File: src/rtl/core/dep_pkg.sv
// Package with the types and encoding constants of the encoded pointer decoder.
`timescale 1ns / 1ps

package dep_pkg;

    typedef enum logic [2:0] {
        PH_IDLE    = 3'd0,
        PH_PAD     = 3'd1,
        PH_ALIGNED = 3'd2,
        PH_FIXED   = 3'd3,
        PH_LEB     = 3'd4
    } phase_t;

    typedef enum logic [1:0] {
        ST_OK         = 2'd0,
        ST_BAD_FORMAT = 2'd1,
        ST_BAD_APPL   = 2'd2,
        ST_IDLE_BYTE  = 2'd3
    } status_t;

    typedef struct packed {
        logic [63:0] value;
        logic        needs_indirect;
        status_t     status;
    } result_t;

    localparam logic REQ_BEGIN = 1'b0;

    localparam logic [7:0] ENC_OMIT    = 8'hff;
    localparam logic [7:0] ENC_ALIGNED = 8'h50;

    localparam logic [3:0] FMT_ABSPTR = 4'h0;
    localparam logic [3:0] FMT_ULEB   = 4'h1;
    localparam logic [3:0] FMT_UDATA2 = 4'h2;
    localparam logic [3:0] FMT_UDATA4 = 4'h3;
    localparam logic [3:0] FMT_UDATA8 = 4'h4;
    localparam logic [3:0] FMT_SLEB   = 4'h9;
    localparam logic [3:0] FMT_SDATA2 = 4'ha;
    localparam logic [3:0] FMT_SDATA4 = 4'hb;
    localparam logic [3:0] FMT_SDATA8 = 4'hc;

    localparam logic [2:0] APPL_ABS  = 3'h0;
    localparam logic [2:0] APPL_PC   = 3'h1;
    localparam logic [2:0] APPL_FUNC = 3'h4;

endpackage

File: src/rtl/core/dwarf_encoded_pointer_decoder.sv
// Top level of the DWARF exception-header encoded pointer decoder.
//
//  Channel | Prefix | Direction | Carries
//  --------+--------+-----------+----------------------------------------------
//  input   | s_     | in        | begin request or one data byte of the value
//  result  | m_     | out       | decoded pointer, indirect flag and status
//
// The state update and the result are formed in one pass of logic from the state
// registers into the result register or, while a result is held there, the skid register.
// A new request is accepted in every cycle while the skid register is empty.
// The result register and a one-entry skid register decouple the two channels.
// Reset is synchronous and active low; it leaves the decoder idle and empty.
`timescale 1ns / 1ps

module dwarf_encoded_pointer_decoder
    import dep_pkg::*;
#(
    parameter int POINTER_BYTES = 8
) (
    input  logic        aclk,
    input  logic        aresetn,
    input  logic        s_valid,
    output logic        s_ready,
    input  logic        s_req_type,
    input  logic [7:0]  s_encoding,
    input  logic [63:0] s_value_address,
    input  logic [63:0] s_func_base,
    input  logic [7:0]  s_data_byte,
    output logic        m_valid,
    input  logic        m_ready,
    output logic [63:0] m_value,
    output logic        m_needs_indirect,
    output logic [1:0]  m_status
);

    localparam logic [63:0] WordMask   = {64{1'b1}} >> (64 - 8 * POINTER_BYTES);
    localparam logic [3:0]  PtrLen     = 4'(POINTER_BYTES);
    localparam int          RecipShift = 17;
    localparam int          RecipMul   = ((1 << RecipShift) + POINTER_BYTES - 1) / POINTER_BYTES;

    function automatic int unsigned byte_weight(int unsigned idx);
        int unsigned w;
        w = 1;
        for (int unsigned j = 0; j < idx; j++) begin
            w = (w * 256) % POINTER_BYTES;
        end
        return w;
    endfunction

    function automatic result_t finish_value(logic [63:0] raw, logic [7:0] enc,
                                             logic leb_neg, logic [6:0] shift,
                                             logic [63:0] start, logic [63:0] base);
        logic [63:0] v;
        result_t     r;
        v = raw;
        if (enc[3:0] == FMT_SDATA2) begin
            v = {{48{raw[15]}}, raw[15:0]};
        end else if (enc[3:0] == FMT_SDATA4) begin
            v = {{32{raw[31]}}, raw[31:0]};
        end else if (enc[3:0] == FMT_SLEB && leb_neg && !shift[6]) begin
            v = raw | ({64{1'b1}} << shift[5:0]);
        end
        v = v & WordMask;
        r.value          = '0;
        r.needs_indirect = 1'b0;
        r.status         = ST_OK;
        if (v != '0) begin
            priority if (enc[6:4] == APPL_ABS) begin
                r.value          = v;
                r.needs_indirect = enc[7];
            end else if (enc[6:4] == APPL_PC) begin
                r.value          = (v + start) & WordMask;
                r.needs_indirect = enc[7];
            end else if (enc[6:4] == APPL_FUNC) begin
                r.value          = (v + base) & WordMask;
                r.needs_indirect = enc[7];
            end else begin
                r.status = ST_BAD_APPL;
            end
        end
        return r;
    endfunction

    phase_t      phase_reg, phase_next;
    logic [7:0]  held_enc_reg, held_enc_next;
    logic [63:0] start_reg, start_next;
    logic [63:0] func_reg, func_next;
    logic [63:0] acc_reg, acc_next;
    logic [3:0]  bytes_left_reg, bytes_left_next;
    logic [6:0]  bit_shift_reg, bit_shift_next;
    logic [2:0]  pad_left_reg, pad_left_next;

    logic        out_valid_reg, out_valid_next;
    result_t     out_reg, out_next;
    logic        skid_valid_reg, skid_valid_next;
    result_t     skid_reg, skid_next;

    logic        accept;
    logic        emit;
    result_t     res;
    logic [63:0] acc_fixed;
    logic [63:0] acc_leb;
    logic [6:0]  fixed_shift;
    logic [6:0]  leb_shift;

    logic [10:0] byte_term [8];
    logic [13:0] res_sum;
    logic [31:0] res_prod;
    logic [11:0] res_quot;
    logic [13:0] res_back;
    logic [2:0]  res_rem;
    logic [2:0]  pad_init;

    assign s_ready = !skid_valid_reg;
    assign accept  = s_valid && s_ready;

    // Address residue modulo the pointer size, from weighted address bytes.
    for (genvar g = 0; g < 8; g++) begin : g_byte
        localparam logic [2:0] Weight = 3'(byte_weight(g));
        assign byte_term[g] = 11'(s_value_address[8 * g +: 8]) * 11'(Weight);
    end

    always_comb begin
        res_sum = '0;
        for (int i = 0; i < 8; i++) begin
            res_sum = res_sum + 14'(byte_term[i]);
        end
        res_prod = 32'(res_sum) * 32'(RecipMul);
        res_quot = 12'(res_prod >> RecipShift);
        res_back = 14'(res_quot) * 14'(POINTER_BYTES);
        res_rem  = 3'(res_sum - res_back);
        pad_init = (res_rem == 3'd0) ? 3'd0 : 3'(PtrLen - {1'b0, res_rem});
    end

    always_comb begin
        acc_fixed   = acc_reg | (bit_shift_reg[6] ? 64'd0 :
                                 ({56'd0, s_data_byte} << bit_shift_reg[5:0]));
        acc_leb     = acc_reg | (bit_shift_reg[6] ? 64'd0 :
                                 ({57'd0, s_data_byte[6:0]} << bit_shift_reg[5:0]));
        fixed_shift = bit_shift_reg + 7'd8;
        leb_shift   = bit_shift_reg[6] ? bit_shift_reg : bit_shift_reg + 7'd7;
    end

    always_comb begin
        phase_next = phase_reg;
        if (accept) begin
            if (s_req_type == REQ_BEGIN) begin
                priority if (s_encoding == ENC_OMIT) begin
                    phase_next = PH_IDLE;
                end else if (s_encoding == ENC_ALIGNED) begin
                    phase_next = (pad_init != 3'd0) ? PH_PAD : PH_ALIGNED;
                end else begin
                    unique case (s_encoding[3:0])
                        FMT_ABSPTR, FMT_UDATA2, FMT_UDATA4, FMT_UDATA8,
                        FMT_SDATA2, FMT_SDATA4, FMT_SDATA8: phase_next = PH_FIXED;
                        FMT_ULEB, FMT_SLEB: phase_next = PH_LEB;
                        default: phase_next = PH_IDLE;
                    endcase
                end
            end else begin
                unique case (phase_reg)
                    PH_PAD: begin
                        if (pad_left_reg == 3'd1) begin
                            phase_next = PH_ALIGNED;
                        end
                    end
                    PH_ALIGNED, PH_FIXED: begin
                        if (bytes_left_reg == 4'd1) begin
                            phase_next = PH_IDLE;
                        end
                    end
                    PH_LEB: begin
                        if (!s_data_byte[7]) begin
                            phase_next = PH_IDLE;
                        end
                    end
                    default: phase_next = PH_IDLE;
                endcase
            end
        end
    end

    always_comb begin
        held_enc_next   = held_enc_reg;
        start_next      = start_reg;
        func_next       = func_reg;
        acc_next        = acc_reg;
        bytes_left_next = bytes_left_reg;
        bit_shift_next  = bit_shift_reg;
        pad_left_next   = pad_left_reg;
        emit            = 1'b0;
        res.value          = '0;
        res.needs_indirect = 1'b0;
        res.status         = ST_OK;
        if (accept) begin
            if (s_req_type == REQ_BEGIN) begin
                held_enc_next   = s_encoding;
                start_next      = s_value_address;
                func_next       = s_func_base;
                acc_next        = '0;
                bytes_left_next = '0;
                bit_shift_next  = '0;
                pad_left_next   = '0;
                priority if (s_encoding == ENC_OMIT) begin
                    emit = 1'b1;
                end else if (s_encoding == ENC_ALIGNED) begin
                    pad_left_next   = pad_init;
                    bytes_left_next = PtrLen;
                end else begin
                    unique case (s_encoding[3:0])
                        FMT_ABSPTR: bytes_left_next = PtrLen;
                        FMT_UDATA2, FMT_SDATA2: bytes_left_next = 4'd2;
                        FMT_UDATA4, FMT_SDATA4: bytes_left_next = 4'd4;
                        FMT_UDATA8, FMT_SDATA8: bytes_left_next = 4'd8;
                        FMT_ULEB, FMT_SLEB: bytes_left_next = '0;
                        default: begin
                            emit       = 1'b1;
                            res.status = ST_BAD_FORMAT;
                        end
                    endcase
                end
            end else begin
                unique case (phase_reg)
                    PH_PAD: pad_left_next = pad_left_reg - 3'd1;
                    PH_ALIGNED, PH_FIXED: begin
                        acc_next        = acc_fixed;
                        bit_shift_next  = fixed_shift;
                        bytes_left_next = bytes_left_reg - 4'd1;
                        if (bytes_left_reg == 4'd1) begin
                            emit = 1'b1;
                            if (phase_reg == PH_ALIGNED) begin
                                res.value = acc_fixed & WordMask;
                            end else begin
                                res = finish_value(acc_fixed, held_enc_reg, 1'b0,
                                                   fixed_shift, start_reg, func_reg);
                            end
                        end
                    end
                    PH_LEB: begin
                        acc_next       = acc_leb;
                        bit_shift_next = leb_shift;
                        if (!s_data_byte[7]) begin
                            emit = 1'b1;
                            res  = finish_value(acc_leb, held_enc_reg, s_data_byte[6],
                                                leb_shift, start_reg, func_reg);
                        end
                    end
                    default: begin
                        emit       = 1'b1;
                        res.status = ST_IDLE_BYTE;
                    end
                endcase
            end
        end
    end

    always_comb begin
        out_valid_next  = out_valid_reg;
        out_next        = out_reg;
        skid_valid_next = skid_valid_reg;
        skid_next       = skid_reg;
        if (!out_valid_reg) begin
            out_valid_next = emit;
            out_next       = res;
        end else if (m_ready) begin
            if (skid_valid_reg) begin
                out_next        = skid_reg;
                skid_valid_next = 1'b0;
            end else begin
                out_valid_next = emit;
                out_next       = res;
            end
        end else if (emit) begin
            skid_valid_next = 1'b1;
            skid_next       = res;
        end
    end

    always_ff @(posedge aclk) begin
        if (!aresetn) begin
            phase_reg      <= PH_IDLE;
            bytes_left_reg <= '0;
            bit_shift_reg  <= '0;
            pad_left_reg   <= '0;
            out_valid_reg  <= 1'b0;
            skid_valid_reg <= 1'b0;
        end else begin
            phase_reg      <= phase_next;
            bytes_left_reg <= bytes_left_next;
            bit_shift_reg  <= bit_shift_next;
            pad_left_reg   <= pad_left_next;
            out_valid_reg  <= out_valid_next;
            skid_valid_reg <= skid_valid_next;
        end
    end

    always_ff @(posedge aclk) begin
        held_enc_reg <= held_enc_next;
        start_reg    <= start_next;
        func_reg     <= func_next;
        acc_reg      <= acc_next;
        out_reg      <= out_next;
        skid_reg     <= skid_next;
    end

    assign m_valid          = out_valid_reg;
    assign m_value          = out_reg.value;
    assign m_needs_indirect = out_reg.needs_indirect;
    assign m_status         = out_reg.status;

    // The skid register only fills behind a waiting result.
    a_skid_behind_out: assert property (@(posedge aclk) disable iff (!aresetn)
        skid_valid_reg |-> out_valid_reg)
        else $error("skid register holds a result while the result register is empty");

    a_pad_nonzero: assert property (@(posedge aclk) disable iff (!aresetn)
        (phase_reg == PH_PAD) |-> (pad_left_reg != 3'd0))
        else $error("padding phase entered with no padding bytes left");

    a_bytes_nonzero: assert property (@(posedge aclk) disable iff (!aresetn)
        (phase_reg == PH_FIXED || phase_reg == PH_ALIGNED) |-> (bytes_left_reg != 4'd0))
        else $error("fixed-size read active with no bytes left");

    a_error_clean: assert property (@(posedge aclk) disable iff (!aresetn)
        (m_valid && m_status != ST_OK) |-> (m_value == '0 && !m_needs_indirect))
        else $error("error result carries a value or indirect flag");

    a_omit_result: assert property (@(posedge aclk) disable iff (!aresetn)
        (accept && s_req_type == REQ_BEGIN && s_encoding == ENC_OMIT) |=> m_valid)
        else $error("omitted pointer request gave no result");

endmodule
File: config.mk
export PLATFORM = sky130hd
export DESIGN_NAME = dwarf_encoded_pointer_decoder
export DESIGN_NICKNAME = d
export VERILOG_FILES = /design/src/rtl/core/dep_pkg.sv /design/src/rtl/core/dwarf_encoded_pointer_decoder.sv
export SDC_FILE = /design/constraint.sdc
export NUM_CORES = 2
export LEC_CHECK = 0
export ABC_CLOCK_PERIOD_IN_PS = 20500
export BUFFER_PORTS_ARGS = -buffer_cell sky130_fd_sc_hd__buf_2
export CAP_MARGIN = 20
export CORE_MARGIN = 4
export CORE_UTILIZATION = 30
export DETAILED_ROUTE_END_ITERATION = 6
export GPL_TIMING_DRIVEN = 0
export PLACE_DENSITY = 0.51
export SYNTH_ARGS = -nofsm -noshare
export SYNTH_HDL_FRONTEND = slang
export SYNTH_SLANG_ARGS = --single-unit
File: constraint.sdc
create_clock -name aclk -period 20.5 [get_ports aclk]
set_input_delay 1.025 -clock aclk [delete_from_list [all_inputs] [get_ports aclk]]
set_output_delay 1.025 -clock aclk [all_outputs]
set_load 0.02 [all_outputs]
==> flow_summary.toml <==
[sta]
slew_headroom = 0.07456
timing.final.ws_setup_ps = 10670
finalMaxSlewViolations = 0
finalCriticalPeriod_ps = 9830
rsz0062_at_grt = "false"
finalSetupViolations = 0
timing.hold.ws_ps = 511.0
post-route-period-util = 0.4795
fin_worst_skew_ps = 51.86
max_freq_mhz = 101.7
worst_pin_slew_ps = 1388
fin_tns_setup_ps = 0
hold_viol_final = 0

[route]
drc = 0
ant_nets = 0
wl_per_cell_um = 36.09
vias = 41130
drtIter0Drc = 6065
vias_per_cell = 6.448
firstDrtPassIters = 7
drt_wl_total_um = 230200

[final_layout]
regArea_um2 = 10410
nFillCells = 12690
final_nets = 5162
fin_util = 0.3510
final_cells = 6379
largest_reg_flops = 67
multiInputGateArea_um2 = 24240
layout-drive-gt1-share = 0.1044
syn_to_final_growth_pct = 15.68

[power_and_ir_drop]
p_seq_frac = 0.311
leakage_nw = 16.65
pwr-share-clk = 0.294
comb_power_share = 0.395
p_sw_frac = 0.4142
p_switching_w = 0.001149
ir_drop_uv = 50.46
power.internal_w = 0.001625
p_per_area_nw_per_um2 = 66.65

[yosys]
syn_inst = 4391
post_synth.cell_area_avg_um2 = 8.192
synth_common_cells = "521 x a21oi_1, 402 x nor2_1, 385 x nand2_1"
synth_area_um2 = 35970
postSynthRegisterBits = 353
ys_seq_area_frac = 0.2894
synthesis.nets = 4820
yosysMostFrequentCell = "a21oi_1"
synthFlopType = "edfxtp_1"
synth_edf_count = 334
synth_top_area_frac = 0.2788
ys_top_cells_by_area = "edfxtp_1 28%, ha_1 9.6%, a21oi_1 7.2%"
yosysUniqueCellTypes = 97
synthArstFlopShare = 0
yosysWarnings = 0
yosysTopAreaCell = "edfxtp_1"

[worst_setup_path]
arrival_ps = 10190
cp-start-kind = "flop"
criticalPathCategory = "reg -> reg"
cp-end-kind = "flop"
cp.required_ps = 20860
crit_path_max_fanout = 10

[clocking]
clockRootBuffer = "clkbuf_16"
htree_levels = 2
insertion_delay_ps = 690
ctsHoldBuffers = 0
clockBufferDepth = 3
cts_buffers = 45
path_clk_slew_ps = 60
cts_tree = "built"
cts-resized-gates = 0
clock-sinks = 353
postCtsSetupBuffers = 0

[floorplan]
start_util = 0.3034
die_h_um = 354.3
die_x_um = 354.3
core_area_um2 = 118600
die-area_um2 = 125500
num_rows = 126
num_io_pins = 218

[global_routing]
grt_max_degree = 51
grt.total_usage = 0.3506
grt_pass1_vias = 38260
grt_first_pass_wirelength_um = 312300
gr-total-overflow = 0
antenna_found_initial = 19

[placed_design]
dp_hpwl_um = 187800
pre_cts_slack_ps = 11140
placedCellCount = 6277
portBuffers = 216
place.gp.congestion = 1.082

[flow_run]
maxCapViolations = 0

[outcome]
status = "complete, no violations"

[min_path]
hold_path.class = "reg -> reg"
## per-layer routing
layer | track usage | vias up | part of all wire
met3 | 0.08863 | 609 | 0.11
met2 | 0.5060 | 2739 | 0.41
met1 | 0.4760 | 20240 | 0.42
li1 | - | 17530 | -
met4 | 0.1941 | 10 | 0.068
met5 | 0 | - | 0.00027
## cell type report
type | instances | share of cell area
diodes | 11 | 0.0006615
plain buffers | 256 | 0.02514
clock buffers | 54 | 0.02787
clock inverters | 28 | 0.006946
inverters | 98 | 0.008900
multi-input cells | 3684 | 0.5825
flip-flops and latches | 353 | 0.2502
well taps | 1600 | 0.04811
repair buffers | 295 | 0.04967
## critical path: stages, from the launching register on
cell       delay, ps
dfxtp_1          310
buf_6            140
buf_6            150
buf_6            150
buf_2            220
inv_1            300
ha_1             200
nor2b_1          400
o211a_1          220
clkbuf_1         570
nand3_1          440
nor2_1           450
nand2_1          200
nand2_1          280
ha_1             330
a2111oi_0        370
o21ai_0          240
a21oi_1          600
o21ai_0          520
o2111ai_1        880
a21oi_1          340
o21ai_0          840
o21ai_0          320
xor2_1           310
nor2_1            70
o32ai_1          630
## final timing paths
kind / from / to / slack [ps] / cells after the start
worst max-delay path: bit_shift_reg[1]$_SDFFE_PN0P_ / skid_reg[65]$_DFFE_PP_ / 10670 / 25
worst min-delay path: bytes_left_reg[2]$_SDFFE_PN0P_ / bytes_left_reg[2]$_SDFFE_PN0P_ / 510 / 2
worst min register to register: bytes_left_reg[2]$_SDFFE_PN0P_ / bytes_left_reg[2]$_SDFFE_PN0P_ / 510 / 2
worst max register to register: bit_shift_reg[1]$_SDFFE_PN0P_ / skid_reg[65]$_DFFE_PP_ / 10670 / 25
## through the flow
step	power, W	cell area [um2]
detailed placement	0.001916	40040
global route	0.002875	41580
finish	0.002773	41610
global placement	0.001913	39050
CTS	0.002740	41490
floorplan	0.001511	35970
## layout by cell type, fill, tap and decap left out, drive strengths merged, types with 35 or more instances in the layout
cell type	Yosys	routed
a21oi	522	522
nor2	402	402
nand2	386	386
edfxtp	334	334
buf	35	324
o21ai	314	314
clkbuf	221	279
ha	276	276
a21o	217	217
xnor2	138	138
inv	97	101
nor3	98	98
xor2	93	93
nand4	87	87
nand3	75	75
a31oi	66	66
a211oi	64	64
o22ai	58	58
o21bai	57	57
o211ai	51	51
nand2b	49	49
and2	45	45
and3	42	42
nor2b	40	40
a221oi	37	37
o21a	35	35
## logic make-up after synthesis
family / count (synthesis) / share of synthesized area
AO/OA/AOI/OAI: 1745 / 0.3156
AND/OR/NAND/NOR: 1372 / 0.1830
buffers and inverters: 354 / 0.03896
flip-flops: 353 / 0.2894
adder cells (fa/ha/maj): 280 / 0.09823
XOR/XNOR: 231 / 0.05625
multiplexers: 56 / 0.01861
## power groups by stage
stage / combinational (W) / sequential (W) / clock, W
after detailed placement: 0.00104 / 0.000877 / 0
after CTS: 0.00105 / 0.000862 / 0.000832
after global routing: 0.00115 / 0.000865 / 0.000862
after floorplan: 0.000637 / 0.000874 / 0
after global placement: 0.00103 / 0.000885 / 0
final: 0.00110 / 0.000863 / 0.000815
No activity file was read; power rests on OpenSTA's default activity.
